==> src/hw/rtl/rmwq_pkg.sv <==
// Shared types and codes for the recursive mutex with waiter queue.
package rmwq_pkg;

  typedef enum logic [3:0] {
    ST_ACQUIRED   = 4'd0,
    ST_NESTED     = 4'd1,
    ST_QUEUED     = 4'd2,
    ST_STILL_HELD = 4'd3,
    ST_HANDED_OFF = 4'd4,
    ST_RELEASED   = 4'd5,
    ST_NOT_OWNER  = 4'd6,
    ST_QUEUE_FULL = 4'd7,
    ST_DEPTH_OVF  = 4'd8
  } status_t;

  localparam logic FUNC_LOCK   = 1'b0;
  localparam logic FUNC_UNLOCK = 1'b1;

  localparam int TASK_W  = 8;
  localparam int DEPTH_W = 16;

  typedef struct packed {
    logic              func;
    logic [TASK_W-1:0] task_id;
  } in_item_t;

  typedef struct packed {
    status_t            status;
    logic               owner_valid;
    logic [TASK_W-1:0]  owner_task;
    logic [DEPTH_W-1:0] hold_depth;
    logic               woken_valid;
    logic [TASK_W-1:0]  woken_task;
  } out_item_t;

  typedef struct packed {
    logic capture;
    logic execute;
  } dp_cmd_t;

endpackage

==> src/hw/rtl/rmwq_ctrl.sv <==
// Request sequencer: accept, execute, present result.
module rmwq_ctrl (
  input  logic             clk,
  input  logic             rst_n,
  input  logic             in_valid,
  output logic             in_stall,
  output logic             out_valid,
  input  logic             out_stall,
  output rmwq_pkg::dp_cmd_t cmd
);

  typedef enum logic [1:0] {
    S_IDLE,
    S_EXEC,
    S_OUT
  } state_t;

  state_t state_r, state_nxt;

  always_comb begin
    state_nxt = state_r;
    case (state_r)
      S_IDLE: if (in_valid) state_nxt = S_EXEC;
      S_EXEC: state_nxt = S_OUT;
      S_OUT:  if (!out_stall) state_nxt = S_IDLE;
      default: state_nxt = S_IDLE;
    endcase
  end

  always_ff @(posedge clk) begin
    if (!rst_n) begin
      state_r <= S_IDLE;
    end else begin
      state_r <= state_nxt;
    end
  end

  assign in_stall    = (state_r != S_IDLE);
  assign out_valid   = (state_r == S_OUT);
  assign cmd.capture = (state_r == S_IDLE) && in_valid;
  assign cmd.execute = (state_r == S_EXEC);

endmodule

==> src/hw/rtl/rmwq_dp.sv <==
// Mutex state, waiter queue memory and result register.
module rmwq_dp #(
  parameter int MAX_WAITERS  = 16,
  parameter int TASK_ID_BITS = 8,
  parameter int DEPTH_BITS   = 16
) (
  input  logic                clk,
  input  logic                rst_n,
  input  rmwq_pkg::dp_cmd_t   cmd,
  input  rmwq_pkg::in_item_t  in_data,
  output rmwq_pkg::out_item_t out_data
);

  localparam int IDX_W = (MAX_WAITERS > 1) ? $clog2(MAX_WAITERS) : 1;
  localparam int CNT_W = $clog2(MAX_WAITERS + 1);
  localparam int TIN_W = (TASK_ID_BITS < rmwq_pkg::TASK_W) ? TASK_ID_BITS : rmwq_pkg::TASK_W;
  localparam logic [IDX_W-1:0] LAST_IDX = IDX_W'(MAX_WAITERS - 1);
  localparam logic [CNT_W-1:0] FULL_CNT = CNT_W'(MAX_WAITERS);

  logic [TASK_ID_BITS-1:0] mem [MAX_WAITERS];
  logic [TASK_ID_BITS-1:0] head_data_r;

  logic                    func_r;
  logic [TASK_ID_BITS-1:0] task_r;

  logic                    held_r, held_nxt;
  logic [TASK_ID_BITS-1:0] owner_r, owner_nxt;
  logic [DEPTH_BITS-1:0]   depth_r, depth_nxt;
  logic [IDX_W-1:0]        head_r, head_nxt;
  logic [IDX_W-1:0]        tail_r, tail_nxt;
  logic [CNT_W-1:0]        count_r, count_nxt;
  logic                    wr_en;

  rmwq_pkg::status_t   status;
  logic                woken;
  rmwq_pkg::out_item_t res_r, res_nxt;

  always_ff @(posedge clk) begin
    if (cmd.capture) begin
      func_r <= in_data.func;
      task_r <= TASK_ID_BITS'(in_data.task_id[TIN_W-1:0]);
    end
  end

  always_comb begin
    held_nxt  = held_r;
    owner_nxt = owner_r;
    depth_nxt = depth_r;
    head_nxt  = head_r;
    tail_nxt  = tail_r;
    count_nxt = count_r;
    wr_en     = 1'b0;
    woken     = 1'b0;
    status    = rmwq_pkg::ST_NOT_OWNER;
    if (func_r == rmwq_pkg::FUNC_LOCK) begin
      if (!held_r) begin
        held_nxt  = 1'b1;
        owner_nxt = task_r;
        depth_nxt = DEPTH_BITS'(1);
        status    = rmwq_pkg::ST_ACQUIRED;
      end else if (owner_r == task_r) begin
        if (depth_r == {DEPTH_BITS{1'b1}}) begin
          status = rmwq_pkg::ST_DEPTH_OVF;
        end else begin
          depth_nxt = depth_r + DEPTH_BITS'(1);
          status    = rmwq_pkg::ST_NESTED;
        end
      end else if (count_r >= FULL_CNT) begin
        status = rmwq_pkg::ST_QUEUE_FULL;
      end else begin
        wr_en     = 1'b1;
        tail_nxt  = (tail_r == LAST_IDX) ? '0 : tail_r + IDX_W'(1);
        count_nxt = count_r + CNT_W'(1);
        status    = rmwq_pkg::ST_QUEUED;
      end
    end else begin
      if (!held_r || owner_r != task_r) begin
        status = rmwq_pkg::ST_NOT_OWNER;
      end else if (depth_r > DEPTH_BITS'(1)) begin
        depth_nxt = depth_r - DEPTH_BITS'(1);
        status    = rmwq_pkg::ST_STILL_HELD;
      end else if (count_r != '0) begin
        head_nxt  = (head_r == LAST_IDX) ? '0 : head_r + IDX_W'(1);
        count_nxt = count_r - CNT_W'(1);
        owner_nxt = head_data_r;
        depth_nxt = DEPTH_BITS'(1);
        woken     = 1'b1;
        status    = rmwq_pkg::ST_HANDED_OFF;
      end else begin
        held_nxt  = 1'b0;
        owner_nxt = '0;
        depth_nxt = '0;
        status    = rmwq_pkg::ST_RELEASED;
      end
    end
  end

  always_comb begin
    res_nxt.status      = status;
    res_nxt.owner_valid = held_nxt;
    res_nxt.owner_task  = held_nxt ? rmwq_pkg::TASK_W'(owner_nxt) : '0;
    res_nxt.hold_depth  = held_nxt ? rmwq_pkg::DEPTH_W'(depth_nxt) : '0;
    res_nxt.woken_valid = woken;
    res_nxt.woken_task  = woken ? rmwq_pkg::TASK_W'(head_data_r) : '0;
  end

  always_ff @(posedge clk) begin
    if (!rst_n) begin
      held_r  <= 1'b0;
      owner_r <= '0;
      depth_r <= '0;
      head_r  <= '0;
      tail_r  <= '0;
      count_r <= '0;
    end else if (cmd.execute) begin
      held_r  <= held_nxt;
      owner_r <= owner_nxt;
      depth_r <= depth_nxt;
      head_r  <= head_nxt;
      tail_r  <= tail_nxt;
      count_r <= count_nxt;
    end
  end

  always_ff @(posedge clk) begin
    if (cmd.execute) begin
      res_r <= res_nxt;
    end
  end

  always_ff @(posedge clk) begin
    if (cmd.execute && wr_en) begin
      mem[tail_r] <= task_r;
    end
    head_data_r <= mem[head_r];
  end

  assign out_data = res_r;

endmodule

==> src/hw/rtl/recursive_mutex_with_wait_queue_top.sv <==
// Recursive mutex with FIFO hand-off to waiting tasks.
//
// Input channel (in_valid/in_stall/in_data): one lock or unlock request per
// transfer, naming the requesting task. Output channel (out_valid/out_stall/
// out_data): exactly one result per request, giving the status code, the
// owner and hold depth after the request, and the task woken by a hand-off.
//
// Each request is handled in turn: the transfer is taken, then the mutex state
// and the waiter queue are updated, then the result is presented.
// The waiter queue is a memory with a registered read port; its head entry is
// read ahead so the hand-off needs no separate read. A new request is taken
// only once the result of the last one has been transferred.
//
// After reset the mutex is free and the queue is empty; no clearing pass.
// While the receiver stalls, the result holds and in_stall stays high, so no
// new request is taken until the result transfer completes.
module recursive_mutex_with_wait_queue_top #(
  parameter int MAX_WAITERS  = 16,
  parameter int TASK_ID_BITS = 8,
  parameter int DEPTH_BITS   = 16
) (
  input  logic                clk,
  input  logic                rst_n,
  input  logic                in_valid,
  output logic                in_stall,
  input  rmwq_pkg::in_item_t  in_data,
  output logic                out_valid,
  input  logic                out_stall,
  output rmwq_pkg::out_item_t out_data
);

  rmwq_pkg::dp_cmd_t cmd;

  rmwq_ctrl u_ctrl (
    .clk       (clk),
    .rst_n     (rst_n),
    .in_valid  (in_valid),
    .in_stall  (in_stall),
    .out_valid (out_valid),
    .out_stall (out_stall),
    .cmd       (cmd)
  );

  rmwq_dp #(
    .MAX_WAITERS  (MAX_WAITERS),
    .TASK_ID_BITS (TASK_ID_BITS),
    .DEPTH_BITS   (DEPTH_BITS)
  ) u_dp (
    .clk      (clk),
    .rst_n    (rst_n),
    .cmd      (cmd),
    .in_data  (in_data),
    .out_data (out_data)
  );

endmodule

==> config.mk <==
export PLATFORM = sky130hd
export DESIGN_NAME = recursive_mutex_with_wait_queue_top
export DESIGN_NICKNAME = d
export VERILOG_FILES = /design/src/hw/rtl/rmwq_pkg.sv /design/src/hw/rtl/rmwq_ctrl.sv /design/src/hw/rtl/rmwq_dp.sv /design/src/hw/rtl/recursive_mutex_with_wait_queue_top.sv
export SDC_FILE = /design/constraint.sdc
export NUM_CORES = 1
export LEC_CHECK = 0
export ABC_AREA = 1
export BUFFER_PORTS_ARGS = -buffer_cell sky130_fd_sc_hd__buf_4
export CAP_MARGIN = 20
export CORE_AREA = 2 2 197 199
export DETAILED_ROUTE_END_ITERATION = 16
export DIE_AREA = 0 0 199 201
export SLEW_MARGIN = 20
export SYNTH_ARGS = -nofsm -noshare
export SYNTH_HDL_FRONTEND = slang
export SYNTH_SLANG_ARGS = --single-unit
export TNS_END_PERCENT = 100
==> constraint.sdc <==
create_clock -name clk -period 3.6 [get_ports clk]
set_clock_uncertainty 0.15 [all_clocks]
set_input_delay 0.72 -clock clk [delete_from_list [all_inputs] [get_ports clk]]
set_output_delay 0.72 -clock clk [all_outputs]
set_load 0.02 [all_outputs]
==> summary.md <==
| Metric | Value |
|---|---|
| I/O Pins | `53` |
| Hold depth | `1` |
| Setup TNS | `0 ns` |
| CTS tree | `built` |
| Startpoint class of the critical path | `flop` |
| Final critical-path required period | `3.023 ns` |
| Syn nets | `1,256` |
| Synthesis-to-finish area growth | `15.66%` |
| Initial core utilization | `0.2938` |
| Die Wd | `199 µm` |
| Core Area | `38,110 µm²` |
| Hold_buf cts | `0` |
| Clk Latency, worst-skew pair | `0.55 ns` |
| TritonCTS Sinks | `223` |
| Ys flop type | `edfxtp_1` |
| Clk buf depth | `3` |
| Synth Register Bits | `223` |
| Slew HR | `0.3787` |
| CP arrival | `3.15 ns` |
| Mapped cell area | `11,200 µm²` |
| Hold-critical path endpoint | `u_dp.task_r[7]` |
| Mean Syn Cell Area | `9.095 µm²` |
| Peak VDD IR | `0.4212 mV` |
| Status | `finished, final reports clean` |
| EDFF count, synth | `175` |
| Antenna diode count | `0` |
| # fillers | `3,842` |
| Worst Tran Pin Value | `0.9320 ns` |
| Register area share after synthesis | `0.5552` |
| Final antenna-violating net count | `0` |
| DRC | `0` |
| Cells after Synth | `1,231` |
| Synth area leaders | `edfxtp_1 (47%), nand2_1 (10%), dfxtp_1 (8.6%)` |
| Fin nets | `1,301` |
| Async S/R FF share, synth | `0` |
| Area leader, netlist | `edfxtp_1` |
| Largest net degree at the start of global routing | `69` |
| # setup viols final | `0` |
| Routed wire length | `29,950 µm` |
| Final slew viol count | `0` |
| Req. time, crit path | `3.73 ns` |
| Die Ht | `201 µm` |
| Post-CTS setup buffers | `0` |
| Share of cells above drive strength 1 | `0.1516` |
| DR WL/cell | `16.54 µm` |
| R2R Path Start | `u_dp.task_r[3]` |
| First-pass GRT wire length | `47,390 µm` |
| Cell Pwr Density | `467.0 nW/µm²` |
| Vias in the first global route | `8,409` |
| DR vias | `8,797` |
| Worst setup EP type | `flop` |
| Vias/cell | `4.858` |
| Total CTS buffers | `24` |
| Grt total ovfl | `0` |
| Critical path class | `flop to flop` |
| Synth Warn # | `0` |
| Post-synth cell types | `44` |
| Maximum clock rate | `0.3308 GHz` |
| Most numerous cell in the Yosys netlist | `nand2_1` |
| Die Area | `40,000 µm²` |
| Final period utilization | `0.8396` |
| Crit path max fanout | `19` |
| H-tree depth | `1` |
| IO Port Bufs | `52` |
| PostCTS Resize Cnt | `0` |
| Reg2Reg Capture Point | `u_dp.out_data[28]` |
| Dpl hpwl | `19,810 µm` |
| Yosys top cell area share | `0.4694` |
| Reg2reg setup slack | `0.58 ns` |
| Post-synth top cells | `nand2_1 (310), edfxtp_1 (175), nor2_1 (163)` |
| Design Power | `6.048 mW` |
| Hold Path Class | `input port to flop` |
| GRT Overall Usage | `0.1504` |
| Clock Pin Slew Worst Setup and Hold Paths | `0.06 ns` |
| Initial antenna violation count | `0` |
| Core Rows | `72` |
| HP Start | `in_data[7]` |
| First-pass DRT Iterations | `5` |
| Drt first-iter violations | `721` |
| Pleak | `5.059 nW` |
| GP Congestion | `0.8606` |
| RSZ-0062 raised after global routing | `false` |
| Worst R2R Path Depth | `10` |
| Maximum capacitance violations | `0` |
| Root buffer cell | `clkbuf_16` |
| Final hold vios | `0` |
[layer usage]
metal / routed length [µm] / track usage / share of wire
met2: 12950 / 0.2279 / 0.43
met5: 0 / 0 / 0
met1: 14100 / 0.2196 / 0.47
met4: 774 / 0.05011 / 0.026
met3: 2123 / 0.02134 / 0.071
[placed cells by master, fill, tap and decap left out, types with 16 or more instances in the layout]
cell type | synthesis | routed
a21oi_2 | 19 | 19
xor2_1 | 16 | 16
o21ai_0 | 52 | 52
edfxtp_1 | 175 | 175
dfxtp_1 | 48 | 46
inv_1 | 95 | 95
a21oi_1 | 56 | 56
nand4_1 | 18 | 18
buf_4 | 2 | 84
nand2_1 | 310 | 310
nor2_1 | 163 | 162
clkbuf_16 | 0 | 25
o32ai_1 | 19 | 19
nand3_1 | 91 | 91
[power by group]
part	total, mW	internal [mW]	switching (mW)
clock network	2.54	1.44	1.10
logic	0.593	0.193	0.400
registers	2.92	2.83	0.0829
[metrics by stage]
step	util	hold WS [ns]	instances	setup WS, ns	instance area, µm²
global placement	0.3183	0.3431	1768	0.6528	12130
detailed placement	0.3183	0.3481	1768	0.6120	12130
CTS	0.3398	0.1697	1811	0.5896	12950
finish	0.3398	0.1888	1811	0.5773	12950
floorplan	-	0.3154	1231	0.9768	11200
global route	0.3398	0.1787	1811	0.3794	12950
[worst max-delay path, cell delays in order, from the launching register on]
cell	delay (ns)
edfxtp_1	0.87
nand2_1	0.12
nand2_1	0.13
nand2_1	0.07
nor2_2	0.15
nand2_4	0.20
o21ai_1	0.21
inv_2	0.06
nor2_4	0.49
buf_12	0.23
a21oi_2	0.04
[registers in the layout, indices dropped and copies added, names as in the netlist, 2 cells and up]
name / cells
u_dp.out_data: 38
u_dp.mem: 128
u_dp.count_r: 5
u_dp.task_r: 8
u_dp.head_r: 4
u_dp.head_data_r: 8
u_dp.owner_r: 8
u_dp.tail_r: 4
u_dp.depth_r: 16
u_ctrl.state_r: 2
[worst max path at each step]
stage,startpoint,endpoint,depth (start not counted)
after CTS,u_dp.task_r[3],u_dp.out_data[28],10
after detailed placement,u_dp.task_r[3],u_dp.out_data[25],10
final,u_dp.task_r[3],u_dp.out_data[28],10
after global routing,u_dp.task_r[3],u_dp.out_data[30],10
after global placement,u_dp.task_r[3],u_dp.out_data[25],10
after floorplan,u_ctrl.state_r[0],u_dp.out_data[0],4
[cell type report]
class,count,area [µm²],area share
Clock inverter,18,193.9,0.01498
Sequential cell,223,6218,0.4802
Inverter,112,420.4,0.03247
Clock buffer,25,625.6,0.04831
Multi-Input combinational cell,830,4192,0.3237
Timing Repair Buffer,85,650.6,0.05025
Tap cell,518,648.1,0.05005
[cell families (layout without fill, tap and decap cells)]
group                      Yosys count  count (layout)  synth area share
adders and majority gates           12              12           0.01408
AOI/OAI and AO/OA                  170             170           0.09701
muxes                               13              13           0.01162
xor gates and xnor gates            18              18           0.01408
buffers and inverters              178             240           0.07108
and+or+nand+nor                    617             617            0.2369
DFF                                223             223            0.5552
Note: power is estimated with default switching activity, not from simulation.
